`src/cdeq_pkg.sv`:
```
package cdeq_pkg;

    localparam int DEPTH_DEF  = 1024;
    localparam int DATA_W_DEF = 32;

    localparam int OPCODE_W = 4;
    localparam int VALUE_W  = 32;
    localparam int POS_W    = 11;
    localparam int STATUS_W = 2;

    localparam logic [OPCODE_W-1:0] OP_PUSH_BACK  = 4'd0;
    localparam logic [OPCODE_W-1:0] OP_POP_BACK   = 4'd1;
    localparam logic [OPCODE_W-1:0] OP_PUSH_FRONT = 4'd2;
    localparam logic [OPCODE_W-1:0] OP_POP_FRONT  = 4'd3;
    localparam logic [OPCODE_W-1:0] OP_FRONT      = 4'd4;
    localparam logic [OPCODE_W-1:0] OP_BACK       = 4'd5;
    localparam logic [OPCODE_W-1:0] OP_INDEX      = 4'd6;
    localparam logic [OPCODE_W-1:0] OP_SIZE       = 4'd7;
    localparam logic [OPCODE_W-1:0] OP_CLEAR      = 4'd8;
    localparam logic [OPCODE_W-1:0] OP_RESIZE     = 4'd9;

    localparam logic [STATUS_W-1:0] ST_OK    = 2'd0;
    localparam logic [STATUS_W-1:0] ST_EMPTY = 2'd1;
    localparam logic [STATUS_W-1:0] ST_FULL  = 2'd2;
    localparam logic [STATUS_W-1:0] ST_RANGE = 2'd3;

    typedef enum logic [3:0] {
        K_PUSH_BACK,
        K_POP_BACK,
        K_PUSH_FRONT,
        K_POP_FRONT,
        K_FRONT,
        K_BACK,
        K_INDEX,
        K_SIZE,
        K_CLEAR,
        K_RESIZE,
        K_NOP
    } cmd_kind_t;

    typedef struct packed {
        logic [OPCODE_W-1:0] opcode;
        logic [VALUE_W-1:0]  value;
        logic [POS_W-1:0]    position;
    } req_t;

    typedef struct packed {
        logic [VALUE_W-1:0]  read_value;
        logic [POS_W-1:0]    element_count;
        logic [STATUS_W-1:0] status;
    } rsp_t;

    typedef struct packed {
        cmd_kind_t           kind;
        logic [VALUE_W-1:0]  value;
        logic [POS_W-1:0]    position;
    } cmd_t;

endpackage

```
`src/cdeq_cmd_fifo.sv`:
```
module cdeq_cmd_fifo (
    input  logic            clk,
    input  logic            rst_n,
    input  logic            push_valid,
    output logic            push_ready,
    input  cdeq_pkg::cmd_t  push_cmd,
    output logic            pop_valid,
    input  logic            pop_ready,
    output cdeq_pkg::cmd_t  pop_cmd
);
    import cdeq_pkg::*;

    localparam int ENTRIES = 2;
    localparam int PTR_W   = $clog2(ENTRIES);
    localparam int USED_W  = $clog2(ENTRIES + 1);

    cmd_t              slots_reg [ENTRIES];
    logic [PTR_W-1:0]  wr_ptr_reg;
    logic [PTR_W-1:0]  wr_ptr_next;
    logic [PTR_W-1:0]  rd_ptr_reg;
    logic [PTR_W-1:0]  rd_ptr_next;
    logic [USED_W-1:0] used_reg;
    logic [USED_W-1:0] used_next;
    logic              do_push;
    logic              do_pop;

    assign push_ready = used_reg != USED_W'(ENTRIES);
    assign pop_valid  = used_reg != '0;
    assign pop_cmd    = slots_reg[rd_ptr_reg];
    assign do_push    = push_valid && push_ready;
    assign do_pop     = pop_valid && pop_ready;

    always_comb
    begin
        wr_ptr_next = wr_ptr_reg;
        rd_ptr_next = rd_ptr_reg;
        used_next   = used_reg;
        if (do_push)
        begin
            wr_ptr_next = (wr_ptr_reg == PTR_W'(ENTRIES - 1)) ? '0 : wr_ptr_reg + 1'b1;
        end
        if (do_pop)
        begin
            rd_ptr_next = (rd_ptr_reg == PTR_W'(ENTRIES - 1)) ? '0 : rd_ptr_reg + 1'b1;
        end
        if (do_push && !do_pop)
        begin
            used_next = used_reg + 1'b1;
        end
        else if (do_pop && !do_push)
        begin
            used_next = used_reg - 1'b1;
        end
    end

    always_ff @(posedge clk or negedge rst_n)
    begin
        if (!rst_n)
        begin
            wr_ptr_reg <= '0;
            rd_ptr_reg <= '0;
            used_reg   <= '0;
        end
        else
        begin
            wr_ptr_reg <= wr_ptr_next;
            rd_ptr_reg <= rd_ptr_next;
            used_reg   <= used_next;
        end
    end

    always_ff @(posedge clk)
    begin
        if (do_push)
        begin
            slots_reg[wr_ptr_reg] <= push_cmd;
        end
    end

endmodule

```
`config.mk`:
```
export PLATFORM = sky130hd
export DESIGN_NAME = cdeq_cmd_fifo
export DESIGN_NICKNAME = d
export VERILOG_FILES = /design/src/cdeq_pkg.sv /design/src/cdeq_cmd_fifo.sv
export SDC_FILE = /design/constraint.sdc
export NUM_CORES = 1
export LEC_CHECK = 0
export BUFFER_PORTS_ARGS = -buffer_cell sky130_fd_sc_hd__buf_4
export CAP_MARGIN = 20
export CORE_MARGIN = 2
export CORE_UTILIZATION = 47
export DETAILED_ROUTE_END_ITERATION = 10
export GPL_TIMING_DRIVEN = 0
export PLACE_DENSITY = 0.81
export SLEW_MARGIN = 10
export SYNTH_ARGS = -nofsm -noshare
export SYNTH_HDL_FRONTEND = slang
export SYNTH_SLANG_ARGS = --single-unit
```
`constraint.sdc`:
```
create_clock -name clk -period 3.15 [get_ports clk]
set_input_delay 0.4725 -clock clk [delete_from_list [all_inputs] [get_ports clk]]
set_output_delay 0.4725 -clock clk [all_outputs]
set_load 0.01 [all_outputs]
```
# Word level (Yosys, flattened, before mapping)
# Memory sizes are Yosys's and may differ from the RTL's.
# Index checks and enable logic that the tools add are counted.
totals:
  regBits: 4
  mem_bits_rw: 94
  input_bits: 51
  out_inout_bits: 49
  wordCells: 23
  mem_count: 1
op_classes:
  addsub: 4
  eq_ne: 1
  n_mux: 6
  reduce_logical: 8
mem_list:
  columns: ["name", "words", "word_bits", "rd", "rd_ports_with_merged_regs", "wr", "line_no", "rtl"]
  rows:
  - ["slots_reg", 2, 47, 1, 0, 1, "cdeq_cmd_fifo.sv:17", "cmd_t slots_reg [ENTRIES];"]
ops:
  columns: ["op", "n"]
  rows:
  - ["logical AND 1 bit", 4]
  - ["2-to-1 mux 1 bit", 4]
  - ["2-to-1 mux 2 bit", 2]
  - ["nonzero test 2 bit", 2]
  - ["adder 1 bit, second input constant", 2]
  - ["adder 2 x 1 -> 2 bit, second input constant", 1]
  - ["zero test 1 bit", 2]
  - ["!= test 2 bit, second input constant", 1]
  - ["subtractor 2 x 1 -> 2 bit, second input constant", 1]

# Longest topological paths before layout
logic_depth:
  ltp_word: 6
  mapped_depth: 7
  mapped_depth_nobuf: 7

# Worst setup path before layout
# Ideal clock, no wire load.
synth_path:
  path_type: "register -> register"
  start: "reg used_reg[0]"
  end: "mem slots_reg[0][0] (netlist name) (enable)"
  setup_ps: 452
  arrival_ps: 2674
  t_required_ps: 2698
  path_slack_ps: 25
  path_stages_with_launch: 4
  path_buffers: 0
  period_less_slack_ps: 3125
  cell_sequence: "dfrtp_1 nand2b_1 nand2_1 nor2_1"
synth_between:
  elab_chain_cells: 4
synth_rtl:
  columns: ["item", "line_no", "rtl"]
  rows:
  - ["from (decl)", "cdeq_cmd_fifo.sv:22", "logic [USED_W-1:0] used_reg;"]
  - ["from (signal assigned)", "cdeq_cmd_fifo.sv:68", "used_reg <= used_next;"]
  - ["!= test 2 bit", "cdeq_cmd_fifo.sv:27", "assign push_ready = used_reg != USED_W'(ENTRIES);"]
  - ["via push_ready", "cdeq_cmd_fifo.sv:5", "output logic push_ready,"]
  - ["logical AND 1 bit", "cdeq_cmd_fifo.sv:30", "assign do_push = push_valid && push_ready;"]
  - ["2-to-1 mux 1 bit", "cdeq_cmd_fifo.sv:74", "if (do_push)"]
  - ["2-to-1 mux 1 bit (not written as such)", "cdeq_cmd_fifo.sv:76", "slots_reg[wr_ptr_reg] <= push_cmd;"]
  - ["to (decl)", "cdeq_cmd_fifo.sv:17", null]
# The timed path passes the listed nets, and every way through them passes these cells.

==> impl_metrics.toml <==
[status]
status = "completed"

[worst_setup_path]
crit_path_start_kind = "flip-flop"
crit_chain = "buf_6 -> buf_6 -> mux2_4 -> buf_4"
path_buf_inv = 3
crit_path_max_fanout = 10
ff2ff_setup_slack_ns = 1.23
worst_path_most_repeated_cell = "buf_6"
cp_top_family = "buffers and inverters"
slowest_delay_ns = 0.38
slowest_stage = "dfrtp_1"
cp.required_ns = 2.68
cp-end-kind = "output pin"
worstPathArrival_ns = 1.54
worst-setup-path-type = "flip-flop to output pin"

[cells_and_area]
area_growth_syn_to_layout_pct = 31.6
fin_cells = 383
layout-drive-gt1-share_pct = 60.1
num_antenna_cells = 0
n_fill_cell = 547
nets = 329
largest_register_ffs = 94

[global_route]
grt_overflow = 0
antenna_found_initial = 0
grt_pass1_wl_um = 8890
grt.total_usage_pct = 14.3
grt_max_degree = 29
grt_pass1_vias = 1882

[power_and_ir_drop]
vdd_drop_max_mv = 0.741
p_clk_share_pct = 21.0
total_power_uw = 4320
netSwitchingFraction_pct = 27.0
pwr-share-seq_pct = 43.2
power.internal_uw = 3150
netSwitchingPower_uw = 1170
power_leakage_uw = 0.00188
p_per_area_mw_per_mm2 = 895
comb_power_share_pct = 35.8

[logic_synthesis]
synth_cell_types = 15
synthArstFlopShare_pct = 4.08
avgSynthCellArea_sq_um = 22.3
synth.most_common_cell = "edfxtp_1"
yosys.area.top_type = "edfxtp_1"
synthCells = 164
netlist_area_sq_mm = 0.00366
synth_top_area_share_pct = 77.0
synth_area_leaders = "edfxtp_1 77%, mux2_2 8.3%, mux2_4 8.2%"
syn_nets = 216
synthTopCellsByCount = "94 x edfxtp_1, 27 x mux2_2, 20 x mux2_4"
yosysWarnings = 0
synth_edf_count = 94
synth-seq-cells = 98
synthFlopType = "edfxtp_1"
seq_area_frac_synth_pct = 79.8

[cts]
cts.repair.resized = 0
numClockSinks = 98
cts_buffer_depth = 2
clk_pin_slew_ns = 0.09
htreeDepth = 3
cts_hold_buf = 1
post_cts_buffers = 0
clk_latency_ns = 0.35
cts_tree = "done"
clockRootBuffer = "clkbuf_8"
cts_buffers = 9

[route]
initialDrtViolationCount = 57
drtAntennaViolNets = 0
routed_wl_um = 5840
vias = 1826
routedWlPerCell_um = 15.2
firstDrtPassIters = 4
routed_via_density = 4.77
drc = 0

[timing]
slew_viol_final = 0
period_needed_ns = 2.01
fin_crit_sh_pct = 63.8
tightest_slew_ns = 0.744
hold_viol = 0
slew_headroom_pct = 50.3
fin_ws_ns = 1.14
rsz0062_at_grt = "false"
fin_skew_ns = 0.00540
final-setup-viol-count = 0
setup_tns_ns = 0
clock.fmax_mhz = 497

[floorplan]
dieArea_sq_mm = 0.00852
die_x_um = 92.3
pin_count = 100
fp.dieH_um = 92.3
initial_utilization_pct = 47.9
core_area_sq_mm = 0.00765
rows = 32

[placed_design]
port_buffers = 99
gp_congestion = 0.686
pre_cts_ws_ns = 1.21
post-dp-hpwl_um = 3970
placed_cells = 367

[hold_path]
hold_class = "input port to flip-flop"

[run]
cap_violations = 0
final timing paths:
check,from,endpoint,depth (start not counted)
worst max-delay path,rd_ptr_reg,pop_cmd[15],4
worst min-delay path,push_cmd[8],slots_reg[0][8],1
worst max register to register,used_reg[0],slots_reg[0][14],4
worst min register to register,used_reg[1],used_reg[1],1
max in group asynchronous,rst_n,used_reg[1],2
min in group asynchronous,rst_n,wr_ptr_reg,2
power groups by stage:
stage                     clock network, uW  registers (uW)  logic (uW)
after floorplan                           0            1880         916
after global placement                    0            1900        1510
after detailed placement                  0            1900        1570
after CTS                               930            1870        1580
after global routing                    990            1890        1660
final                                   906            1870        1550
cell type report:
cell class / count / area [sq um] / share of cell area [%]
repair buffers: 102 / 793 / 16.4
clock buffers: 9 / 124 / 2.57
inverters: 1 / 3.75 / 0.0778
clock inverters: 6 / 106 / 2.20
multi-input cells: 60 / 703 / 14.6
plain buffers: 5 / 43.8 / 0.908
flip-flops and latches: 98 / 2920 / 60.6
well taps: 102 / 128 / 2.65
cells by family (layout without fill, tap and decap cells):
logic type | Yosys count | after routing | synth area share, %
multiplexers | 47 | 47 | 16.5
buffers and inverters | 6 | 123 | 1.30
flip-flops | 98 | 98 | 79.8
XOR/XNOR | 5 | 5 | 1.20
AND/OR/NAND/NOR | 7 | 7 | 0.922
adder cells (fa/ha/maj) | 1 | 1 | 0.341
stage by stage:
stage	hold slack (ns)	area, sq um	utilization (%)
5_1_grt	0.272	4820	63.1
6_report	0.301	4820	63.1
2_1_floorplan	0.177	3660	-
4_1_cts	0.285	4820	63.1
3_5_place_dp	0.271	4580	59.9
3_3_place_gp	0.270	4540	59.3
placed cells by master (no fill, tap or decap):
cell           count
nor2_1             1
clkinvlp_4         1
mux2_4            20
buf_4             99
nor2_4             1
or2_1              1
xnor2_1            3
and3_2             1
clkinv_1           1
ha_1               1
buf_6              3
clkbuf_8           9
clkinv_2           1
buf_12             2
mux2_2            27
nand2b_1           1
buf_2              2
inv_1              1
dlygate4sd3_1      1
bufinv_16          3
edfxtp_1          94
xor2_1             2
nand2_1            2
dfrtp_1            4
metal layers:
metal	global-route usage (%)	up-vias	part of all wire (%)
met5	0	-	0
met4	6.34	0	1.6
met3	4.64	7	5.8
met2	24.3	65	53
met1	16.6	894	39
li1	-	860	-
worst reg2reg max path, cell delays in order (launching register included):
cell	delay, ns
dfrtp_1	0.42
nand2b_1	0.17
nand2_1	0.14
nor2_4	0.60
buf_12	0.27
No activity file was read; power rests on OpenSTA's default activity.
