## src/cdeq_pkg.sv

```systemverilog
package cdeq_pkg;

    localparam int DEPTH_DEF  = 1024;
    localparam int DATA_W_DEF = 32;

    localparam int OPCODE_W = 4;
    localparam int VALUE_W  = 32;
    localparam int POS_W    = 11;
    localparam int STATUS_W = 2;

    localparam logic [OPCODE_W-1:0] OP_PUSH_BACK  = 4'd0;
    localparam logic [OPCODE_W-1:0] OP_POP_BACK   = 4'd1;
    localparam logic [OPCODE_W-1:0] OP_PUSH_FRONT = 4'd2;
    localparam logic [OPCODE_W-1:0] OP_POP_FRONT  = 4'd3;
    localparam logic [OPCODE_W-1:0] OP_FRONT      = 4'd4;
    localparam logic [OPCODE_W-1:0] OP_BACK       = 4'd5;
    localparam logic [OPCODE_W-1:0] OP_INDEX      = 4'd6;
    localparam logic [OPCODE_W-1:0] OP_SIZE       = 4'd7;
    localparam logic [OPCODE_W-1:0] OP_CLEAR      = 4'd8;
    localparam logic [OPCODE_W-1:0] OP_RESIZE     = 4'd9;

    localparam logic [STATUS_W-1:0] ST_OK    = 2'd0;
    localparam logic [STATUS_W-1:0] ST_EMPTY = 2'd1;
    localparam logic [STATUS_W-1:0] ST_FULL  = 2'd2;
    localparam logic [STATUS_W-1:0] ST_RANGE = 2'd3;

    typedef enum logic [3:0] {
        K_PUSH_BACK,
        K_POP_BACK,
        K_PUSH_FRONT,
        K_POP_FRONT,
        K_FRONT,
        K_BACK,
        K_INDEX,
        K_SIZE,
        K_CLEAR,
        K_RESIZE,
        K_NOP
    } cmd_kind_t;

    typedef struct packed {
        logic [OPCODE_W-1:0] opcode;
        logic [VALUE_W-1:0]  value;
        logic [POS_W-1:0]    position;
    } req_t;

    typedef struct packed {
        logic [VALUE_W-1:0]  read_value;
        logic [POS_W-1:0]    element_count;
        logic [STATUS_W-1:0] status;
    } rsp_t;

    typedef struct packed {
        cmd_kind_t           kind;
        logic [VALUE_W-1:0]  value;
        logic [POS_W-1:0]    position;
    } cmd_t;

endpackage

```

## src/cdeq_front.sv

```systemverilog
module cdeq_front (
    input  logic            clk,
    input  logic            rst_n,
    input  logic            req_valid,
    output logic            req_ready,
    input  cdeq_pkg::req_t  req,
    output logic            cmd_valid,
    input  logic            cmd_ready,
    output cdeq_pkg::cmd_t  cmd
);
    import cdeq_pkg::*;

    logic      valid_reg;
    logic      valid_next;
    cmd_t      cmd_reg;
    cmd_t      cmd_next;
    cmd_kind_t kind;

    always_comb
    begin
        unique case (req.opcode)
            OP_PUSH_BACK:  kind = K_PUSH_BACK;
            OP_POP_BACK:   kind = K_POP_BACK;
            OP_PUSH_FRONT: kind = K_PUSH_FRONT;
            OP_POP_FRONT:  kind = K_POP_FRONT;
            OP_FRONT:      kind = K_FRONT;
            OP_BACK:       kind = K_BACK;
            OP_INDEX:      kind = K_INDEX;
            OP_SIZE:       kind = K_SIZE;
            OP_CLEAR:      kind = K_CLEAR;
            OP_RESIZE:     kind = K_RESIZE;
            default:       kind = K_NOP;
        endcase
    end

    assign req_ready = !valid_reg || cmd_ready;
    assign cmd_valid = valid_reg;
    assign cmd       = cmd_reg;

    always_comb
    begin
        valid_next = valid_reg && !cmd_ready;
        cmd_next   = cmd_reg;
        if (req_valid && req_ready)
        begin
            valid_next        = 1'b1;
            cmd_next.kind     = kind;
            cmd_next.value    = req.value;
            cmd_next.position = req.position;
        end
    end

    always_ff @(posedge clk or negedge rst_n)
    begin
        if (!rst_n)
        begin
            valid_reg <= 1'b0;
        end
        else
        begin
            valid_reg <= valid_next;
        end
    end

    always_ff @(posedge clk)
    begin
        cmd_reg <= cmd_next;
    end

endmodule

```

## config.mk

```make
export PLATFORM = sky130hd
export DESIGN_NAME = cdeq_front
export DESIGN_NICKNAME = d
export VERILOG_FILES = /design/src/cdeq_pkg.sv /design/src/cdeq_front.sv
export SDC_FILE = /design/constraint.sdc
export NUM_CORES = 1
export LEC_CHECK = 0
export BUFFER_PORTS_ARGS = -buffer_cell sky130_fd_sc_hd__buf_2
export CELL_PAD_IN_SITES_DETAIL_PLACEMENT = 1
export CELL_PAD_IN_SITES_GLOBAL_PLACEMENT = 1
export CORE_MARGIN = 10
export CORE_UTILIZATION = 32
export CTS_CLUSTER_SIZE = 25
export DETAILED_ROUTE_END_ITERATION = 8
export PLACE_DENSITY = 0.79
export SLEW_MARGIN = 20
export SYNTH_ARGS = -nofsm -noshare
export SYNTH_HDL_FRONTEND = slang
export SYNTH_SLANG_ARGS = --single-unit
```

## constraint.sdc

```tcl
create_clock -name clk -period 1.63 [get_ports clk]
set_input_delay 0 -clock clk [delete_from_list [all_inputs] [get_ports clk]]
set_output_delay 0 -clock clk [all_outputs]
set_load 0.05 [all_outputs]
```

[Word level (Yosys, flattened, before mapping)]
Memory sizes are Yosys's and may differ from the RTL's. A register that Yosys moved wholly into a read port is not among the register bits.
Cells that the tools add are included.
Operators by class
  multiplexer cells: 1
  reduce and logical (&&, ||, !) cells: 5
Operator list (count)
  $logic_and 1x1->1: 2
  $logic_not 1->1: 2
  $logic_or 1x1->1: 1
  $mux 1: 1
Storage, ports and cells
  flip-flop bits (word level): 44
  memory bits (read-only): 64
  input port bits: 51
  output and inout bits: 49
  logic and storage cells: 10
  memories: 1
Memory list
  (name not given): words 16, bits a word 4, rd ports 1, clocked after Yosys merged registers in 1, write ports 0, RTL line cdeq_front.sv:21  | unique case (req.opcode)

[Depth between registers and ports, before layout]
Gate-level depths: netlist of the first run.
  depth after elaboration: 4
  mapped depth: 2
  mapped depth without buffers: 2

[Least setup slack after synthesis of the first run]
OpenSTA, ideal clock, no wires.
  kind: flip-flop to flip-flop
  start: register valid_reg, in the netlist cmd_valid
  end: register cmd_reg, in the netlist cmd[0], enable pin
  library setup time: 0.365 ns
  data arrival time: 1.307 ns
  required time: 1.265 ns
  setup slack: -0.042 ns
  cell stages (with the launch flop): 3
  buffers on the path: 0
  clock period less this slack: 1.672 ns
  path through: dfrtp_1 nand2b_4 and2_4
Between the ends
  cells in the longest elaborated chain, start to end: 3
Ends and longest elaborated chain
  start, declared: RTL line cdeq_front.sv:13  | logic valid_reg;
  start signal, assigned: RTL line cdeq_front.sv:61  | valid_reg <= valid_next;
  $logic_not 1->1: RTL line cdeq_front.sv:36  | assign req_ready = !valid_reg || cmd_ready;
  $logic_or 1x1->1: RTL line cdeq_front.sv:36
  via req_ready: RTL line cdeq_front.sv:5  | output logic req_ready,
  $logic_and 1x1->1: RTL line cdeq_front.sv:44  | if (req_valid && req_ready)
  end signal, assigned: RTL line cdeq_front.sv:67  | cmd_reg <= cmd_next;
  end, declared: RTL line cdeq_front.sv:15  | cmd_t cmd_reg;
The timed path passes the listed nets, and every way through them passes these cells.
A chain may end at the register's enable or synchronous reset.

[Final worst setup path of the first run]
  start: register valid_reg, in the netlist cmd_valid
  end: register valid_reg, in the netlist cmd_valid
Between the ends
  cells in the longest elaborated chain, start to end: 4
  elaborated cells between the ends (all ways): 5
  those cells by class: 1 x mux; 4 x reduce/logical
Ends and longest elaborated chain
  $logic_not 1->1: RTL line cdeq_front.sv:36
  $logic_or 1x1->1: RTL line cdeq_front.sv:36
  $logic_and 1x1->1: RTL line cdeq_front.sv:44
  $mux 1 *: RTL line cdeq_front.sv:44
  via valid_next: RTL line cdeq_front.sv:14  | logic valid_next;
The timed path passes the listed nets; every way through them passes the cells marked *.

==> metrics, run 1 <==
CP Data Arrival Time=1.38 ns; outcome=finished clean; count of final max-slew check failures=0; Synthesized Nets=approximately 110; Worst EP required=1.80 ns; core area=4440 sq um; Worst Path Max Fanout=3; worst-margin pin slew=0.274 ns; synthesized instance count=55; drt pass-1 iters=4; TritonCTS Buffers=5; fill count=roughly 450; Layout area overhead=77.2%; LEAKAGE=1.13 nW; most common cell after layout, fill and taps aside=buf_2; #FFs+latches synth=between 40 and 50; final wirelength=4.86 mm; Clock Tree Root=clkbuf_8; dpl ws=0.423 ns; DRC viols=0; final setup violation count=0; Vias=1,129; largest area contributor in the netlist=edfxtp_1; share of cells above drive strength 1=0.517; clock network power share=0.246; Clock Tree Buf Depth=2; Netlist cell types=9; Die Wd=88.2 microns; FP Rows=24; max_slew headroom=0.818; total number of yosys warnings=0; Seq pwr share=0.558; Post-Syn Area=between 1000 and 1500 sq um; WS Path Type=reg -> reg; I/O Pins=100; first-pass GRT wire length=7.16 mm; final setup margin=0.417 ns; unrepaired setup endpoints after global routing=no; Final Cycle Share=0.744; Resized Gates After CTS=0; H-tree levels=2; Net Switching=around 0.00070 W; ANT nets after route=0; GRT Overall Usage=0.126; initial antenna violation count=0; CP Launch Type=flop; Avg Inst Size Synth=approximately 27 sq um; Clock Sinks=48; sw frac=0.269; number of global-route vias before repair=approximately 1.4k; chip height=between 80 and 90 microns; grt total ovfl=0; largest cells by area after synthesis=edfxtp_1 (95%), dfrtp_1 (1.7%), nand2b_4 (0.92%); Power per Cell Area=987 nW/um^2; CTS clk-pin slew, worst paths=0.07 ns; final hold vios=0; min cycle time layout=between 1 and 1.5 ns; PortBufs=99; maximum clock frequency=between 0.8 and 0.9 GHz; DRT iter0 DRCs=43; full die area=7790 sq um; Initial Util=0.335; cell-internal power=0.00190 W; fin nets=262; Fin Clk Skew=0.00583 ns; drt via density=4.29; max cap viols=0; Synth top area share=0.947; VDD IR max=between 0.5 and 0.6 mV; Gate power share=0.195; R2R cell count=3; ANT cells=0; final setup TNS=0 ns; largest net degree at the start of global routing=48; Worst Hold Class=in -> async; TritonCTS clock tree=done; GP Congestion=0.630; max reg flops=47; Crit. End Element=flop; most frequent cells in the layout=buf_2 (99), dlygate4sd3_1 (49), edfxtp_1 (47), clkbuf_8 (5); wire per inst=approximately 18 microns; clk_lat worst skew=0.29 ns; Seq/Total Area, Yosys=0.964
==> cells in the mapped netlist, drive strengths merged <==
cell type  number
o21ai           1
nand2b          2
nor2b           1
dfrtp           1
edfxtp         47
and2            2
a21o            1
==> per-layer routing <==
layer / vias to the layer above / track usage / routed length, microns
met5: - / 0 / 0
met4: 0 / 0.0529 / 44
met3: 5 / 0.0662 / 559
met2: 66 / 0.246 / 2740
met1: 531 / 0.102 / 1510
li1: 527 / - / -
==> through the flow <==
step           cell area [sq um]  utilization  total power (W)  hold slack [ns]  instances
2_1_floorplan               1490            -          0.00175           -0.296         55
3_3_place_gp                2070        0.466          0.00189           -0.224        207
3_5_place_dp                2070        0.466          0.00190           -0.224        207
4_1_cts                     2640        0.594          0.00264          0.00873        263
5_1_grt                     2640        0.594          0.00271           0.0278        263
6_report                    2640        0.594          0.00261           0.0216        263
==> cell type report <==
cell class                 count  area [sq um]  share of cell area
timing repair buffer         149          1010               0.381
tap                           52          65.1              0.0246
sequential                    48          1440               0.545
clock buffer                   6          72.6              0.0275
multi-input combinational      7          53.8              0.0204
clock inverter                 1          5.00             0.00190
==> path summary, 6_finish.rpt <==
path | start | end | slack (ns)
min in group clk | req[45] | cmd[44] | 0.03
max in group asynchronous | rst_n | cmd_valid | 1.52
worst max-delay path | cmd_valid | cmd_valid | 0.42
worst min-delay path | rst_n | cmd_valid | 0.02
worst max register to register | cmd_valid | cmd_valid | 0.42
worst min register to register | cmd_valid | cmd[39] | 0.95
==> power by group through the flow <==
| stage | Combinational, W | Sequential (W) | Clock [W] |
|---|---|---|---|
| after floorplan | 0.0000379 | 0.00171 | 0 |
| after global placement | 0.000409 | 0.00148 | 0 |
| after detailed placement | 0.000417 | 0.00148 | 0 |
| after CTS | 0.000511 | 0.00145 | 0.000671 |
| after global routing | 0.000537 | 0.00146 | 0.000715 |
| final | 0.000509 | 0.00145 | 0.000641 |
==> logic make-up after synthesis <==
logic type | after synthesis | share of synthesized area
AOI/OAI and AO/OA | 2 | 0.00839
DFF | 48 | 0.964
and+or+nand+nor | 5 | 0.0277
==> worst max-delay path, cell delays in order (launching register included) <==
cell	delay [ns]
dfrtp_2	0.42
nand2b_4	0.07
nand2b_1	0.05
dlygate4sd3_1	0.55
==> what timing repair did <==
action / in CTS / in global routing
endpoints found under the hold margin: 48 / 0
hold buffers: 49 / 0
setup buffers: 0 / 0
No activity file was read; power rests on OpenSTA's default activity.
==> run 2, diff against run 1 <==
--- a/config.mk
+++ b/config.mk
@@ -9,10 +9,10 @@
 export CELL_PAD_IN_SITES_DETAIL_PLACEMENT = 1
 export CELL_PAD_IN_SITES_GLOBAL_PLACEMENT = 1
 export CORE_MARGIN = 10
-export CORE_UTILIZATION = 32
+export CORE_UTILIZATION = 29
 export CTS_CLUSTER_SIZE = 25
 export DETAILED_ROUTE_END_ITERATION = 8
-export PLACE_DENSITY = 0.79
+export PLACE_DENSITY = 0.75
 export SLEW_MARGIN = 20
 export SYNTH_ARGS = -nofsm -noshare
 export SYNTH_HDL_FRONTEND = slang
==> constraint.sdc (replaced) <==
create_clock -name clk -period 1.1 [get_ports clk]
set_input_delay 0 -clock clk [delete_from_list [all_inputs] [get_ports clk]]
set_output_delay 0 -clock clk [all_outputs]
set_load 0.05 [all_outputs]
==> run 2 against run 1 <==
The flow now finishes with violations (setup timing). Combinational power is 51% higher. Critical path depth stayed put. Sequential cell count stayed put. Non-clock buffer count is 1 higher. Register-to-register slack worse by 0.45 ns. Setup slack worse by 0.45 ns. Highest routed layer unchanged.
==> metrics, run 2 (synthesized netlist as in run 1, its figures left out) <==
Worst Path Max Fanout=25; outcome=complete, but fails checks; initial antenna violation count=0; Placed Instance Area=2120 sq um; TritonCTS Buffers=5; dpl hpwl=3.32 mm; worst hold margin=between 0.02 and 0.03 ns; GRT Overall Usage=0.112; clk_lat worst skew=approximately 0.28 ns; ANT cells=0; max_slew headroom=0.812; maximum clock frequency=0.883 GHz; failing checks=setup timing; final setup margin=-0.0327 ns; core area=about 5000 sq um; H-tree levels=2; Layout area overhead=80.4%; final std cells w/o fill=about 280; max reg flops=47; Clock Tree Buf Depth=2; final hold vios=0; CP max stage delay=about 0.43 ns; Vias=1,117; min cycle time layout=1.13 ns; CP Launch Type=flop; Clock Tree Root=clkbuf_8; worst-margin pin slew=0.285 ns; post-route cell area=about 2700 sq um; Power per Cell Area=1440 nW/um^2; share of cells above drive strength 1=0.516; grt total ovfl=0; DRC viols=0; Worst EP required=1.10 ns; drt pass-1 iters=4; VDD IR max=0.605 mV; Final Cycle Share=1.03; Clock Sinks=48; fin nets=263; PortBufs=99; Die Wd=91.7 microns; count of final max-slew check failures=0; Worst Hold Class=in -> async; ANT nets after route=0; largest net degree at the start of global routing=26; first-pass GRT wire length=7.22 mm; final setup violation count=47; CP Data Arrival Time=roughly 1.1 ns; most common cell after layout, fill and taps aside=buf_2; setup bufs post-CTS=0; WS Path Type=reg -> reg; max cap viols=0; Crit. End Element=flop; final wirelength=4.83 mm; LEAKAGE=1.14 nW; Fin Clk Skew=about 0.0036 ns; I/O Pins=100; CTS clk-pin slew, worst paths=0.08 ns; chip height=91.7 microns; full die area=8410 sq um; most frequent cells in the layout=buf_2 (98), dlygate4sd3_1 (48), edfxtp_1 (47), clkbuf_8 (5); wire per inst=17.0 microns; worst-path cell chain=nand2b_4 > and2_4 > buf_12; number of global-route vias before repair=1,318; placed cell count=between 200 and 250; Initial Util=0.296; TritonCTS clock tree=done; drt via density=just under 4; GP Congestion=0.658; FP Rows=26; DRT iter0 DRCs=41; unrepaired setup endpoints after global routing=yes; slowest cell on the critical path=dfrtp_2
[run 2: cell types whose count changed in the layout (fill, tap and decap cells not counted)]
| cell | delta |
|---|---|
| buf_12 | +1 |
| buf_2 | -1 |
| buf_4 | +1 |
| buf_6 | +1 |
| clkbuf_1 | +1 |
| clkinv_1 | +1 |
| clkinv_2 | -1 |
| dlygate4sd3_1 | -1 |
[run 2: final timing paths]
kind                       cells after the start        end  slack (ns)      start
max in group asynchronous                      2  cmd_valid        0.98      rst_n
max                                            3    cmd[24]       -0.03  cmd_valid
min in group clk                               2    cmd[44]        0.03    req[45]
max reg2reg                                    3    cmd[24]       -0.03  cmd_valid
min                                            2  cmd_valid        0.03      rst_n
min reg2reg                                    3  cmd_valid        0.67  cmd_valid
[run 2: final cells by class]
cell class / count / area [sq um]
clock buffer: 7 / 76.3
clock inverter: 1 / 3.75
fill: 523 / 2350
multi-input combinational: 7 / 53.8
sequential: 48 / 1440
tap: 70 / 87.6
timing repair buffer: 150 / 1030
[run 2: what timing repair did]
item / CTS / global route
resized for setup: 1 / 1
hold buffers: 48 / 0
hold endpoints to repair: 48 / 0
endpoints found under the setup margin: 48 / 48
[run 2: stage by stage]
stage / utilization / power [W] / setup WS [ns] / TNS, ns
floorplan: - / 0.00260 / -0.461 / -21.65
global placement: 0.421 / 0.00281 / -0.0173 / -0.477
finish: 0.533 / 0.00388 / -0.0327 / -1.31
CTS: 0.533 / 0.00395 / -0.0485 / -1.89
global route: 0.533 / 0.00406 / -0.0914 / -3.72
detailed placement: 0.421 / 0.00283 / -0.0356 / -1.43
[run 2: power breakdown]
part	internal (W)	switching (W)	leakage [nW]
Sequential	0.00213	0.0000261	0.458
Clock	0.000443	0.000514	0.0399
Combinational	0.000273	0.000497	0.642
Total	0.00284	0.00104	1.14
[run 2: critical path, delay by kind of cell, from the launching register on]
kind | cells | cell delay [ns]
flip-flops | 1 | 0.43
buffers and inverters | 1 | 0.18
AND/OR/NAND/NOR | 2 | 0.23
[run 2: per-layer routing]
metal,routed length [microns],up-vias,track usage
met1,1460,535,0.0980
met5,0,-,0
met2,2870,50,0.226
li1,-,530,-
met3,483,2,0.0473
met4,9,0,0.0274
==> run 3, diff against run 2 <==
--- a/config.mk
+++ b/config.mk
@@ -7,9 +7,9 @@
 export LEC_CHECK = 0
 export BUFFER_PORTS_ARGS = -buffer_cell sky130_fd_sc_hd__buf_2
 export CELL_PAD_IN_SITES_DETAIL_PLACEMENT = 1
-export CELL_PAD_IN_SITES_GLOBAL_PLACEMENT = 1
+export CELL_PAD_IN_SITES_GLOBAL_PLACEMENT = 2
 export CORE_MARGIN = 10
-export CORE_UTILIZATION = 29
+export CORE_UTILIZATION = 24
 export CTS_CLUSTER_SIZE = 25
 export DETAILED_ROUTE_END_ITERATION = 8
 export PLACE_DENSITY = 0.75
==> run 3 against run 2 <==
The run still ends with setup timing left. First-iteration DRC count shrank 32%. Setup slack got worse by 0.0095 ns. Die area is 16% higher. Cell area increased by 1.6%. Utilization down 7.7 points. Sequential power is essentially flat. Largest power group unchanged.
==> metrics, run 3 (synthesized netlist as in run 1, its figures left out) <==
Seq pwr share=0.518; most frequent cells in the layout=buf_2 (98), dlygate4sd3_1 (49), edfxtp_1 (47), clkbuf_8 (5), buf_12 (2); dpl hpwl=3.32 mm; final std cells w/o fill=289; final wirelength=4.64 mm; fin nets=264; final setup margin=-0.0423 ns; Clock Sinks=48; ANT cells=0; CTS clk-pin slew, worst paths=~0.080 ns; setup bufs post-CTS=0; count of final max-slew check failures=0; Power per Cell Area=1520 nW/um^2; VDD IR max=0.525 mV; final hold vios=0; GP Congestion=between 0.6 and 0.7; post-layout util=0.456; Layout area overhead=83.4%; fill count=604; GRT Overall Usage=0.0930; FP Rows=28; Clock Tree Root=clkbuf_8; Worst path top cell family by delay=flip-flops; CP Data Arrival Time=1.14 ns; cell-internal power=0.00308 W; core area=5990 sq um; TritonCTS clock tree=done; I/O Pins=100; H-tree levels=2; ANT nets after route=0; Crit. End Element=flop; Final Cycle Share=1.04; first-pass GRT wire length=about 7 mm; grt total ovfl=0; clock network power share=0.296; sw frac=0.259; worst-path cell chain=nand2b_4 > and2_4 > buf_12; Worst Path Max Fanout=26; most common cell after layout, fill and taps aside=buf_2; Clock Tree Buf Depth=2; failing checks=setup timing; CP Launch Type=flop; share of cells above drive strength 1=0.523; WS Path Type=reg -> reg; drt via density=3.93; max reg flops=47; Placed Instance Area=2130 sq um; slowest cell on the critical path=dfrtp_2; max cap viols=0; final setup TNS=-1.46 ns; PortBufs=99; CP max stage delay=about 0.43 ns; DRT iter0 DRCs=28; Die Wd=just under 100 microns; worst-margin pin slew=around 0.29 ns; Worst Hold Class=in -> async; dpl ws=-0.0414 ns; Vias=1,135; post-route cell area=approximately 2700 sq um; final setup violation count=47; outcome=complete, but fails checks; LEAKAGE=1.16 nW; clk_lat worst skew=0.29 ns; unrepaired setup endpoints after global routing=yes; Worst EP required=approximately 1.1 ns; initial antenna violation count=0; max_slew headroom=0.809; crit path buf inv count=1; min cycle time layout=1.14 ns; full die area=9760 sq um; Net Switching=0.00108 W; Fin Clk Skew=0.00321 ns; wire per inst=16.0 microns; maximum clock frequency=0.875 GHz; number of global-route vias before repair=1,316; Initial Util=0.249; TritonCTS Buffers=5; Gate power share=0.186; drt pass-1 iters=4; DRC viols=0; placed cell count=232; largest net degree at the start of global routing=27; chip height=98.8 microns
==> run 3: changes by cell type in the layout (fill, tap and decap cells not counted) <==
cell | previous run | this run
clkinv_2 | 0 | 1
clkbuf_1 | 2 | 1
clkinv_1 | 1 | 0
bufinv_16 | 0 | 1
dlygate4sd3_1 | 48 | 49
==> run 3: final cells by class <==
class                   instances  area (sq um)  share of cell area
clock buffers                   6          72.6              0.0266
well taps                      75          93.8              0.0343
multi-input cells               7          53.8              0.0197
flip-flops and latches         48          1440               0.526
repair buffers                151          1040               0.380
clock inverters                 2          35.0              0.0128
==> run 3: what timing repair did <==
item,CTS,global route
resized for setup,1,1
hold buffers,49,0
endpoints found under the hold margin,48,0
gates cloned,0,0
setup endpoints to repair,48,48
==> run 3: per-layer routing <==
metal,wire length [microns],vias to the layer above,track usage
met5,0,-,0
met4,63,0,0.0254
li1,-,530,-
met1,1730,534,0.102
met2,2360,65,0.161
met3,490,6,0.0398
==> run 3: worst paths after layout <==
check                           from   endpoint  slack (ns)  depth (start not counted)
setup reg to reg           cmd_valid     cmd[9]       -0.04                          3
max in group asynchronous      rst_n  cmd_valid        0.99                          2
setup / recovery           cmd_valid     cmd[9]       -0.04                          3
hold reg to reg            cmd_valid  cmd_valid        0.66                          3
min in group clk           cmd_ready  cmd_valid        0.07                          4
hold / removal                 rst_n  cmd_valid        0.02                          2
==> run 3: per-stage QoR <==
| step | hold WS, ns | total power [W] |
|---|---|---|
| 6_report | 0.0179 | 0.00415 |
| 5_1_grt | 0.0271 | 0.00433 |
| 4_1_cts | 0.0114 | 0.00421 |
| 3_5_place_dp | -0.221 | 0.00283 |
| 3_3_place_gp | -0.220 | 0.00282 |
| 2_1_floorplan | -0.296 | 0.00260 |
==> run 3: worst reg2reg max path: stages (launching register included) <==
cell and delay [ns]:
dfrtp_2 0.43, nand2b_4 0.07, and2_4 0.16, buf_12 0.18
==> run 3: power groups by stage <==
| stage | sequential, W | clock, W | combinational [W] |
|---|---|---|---|
| after detailed placement | 0.00219 | 0 | 0.000636 |
| final | 0.00215 | 0.00123 | 0.000771 |
| after global placement | 0.00219 | 0 | 0.000628 |
| after CTS | 0.00215 | 0.00128 | 0.000776 |
| after floorplan | 0.00254 | 0 | 0.0000561 |
| after global routing | 0.00216 | 0.00135 | 0.000814 |
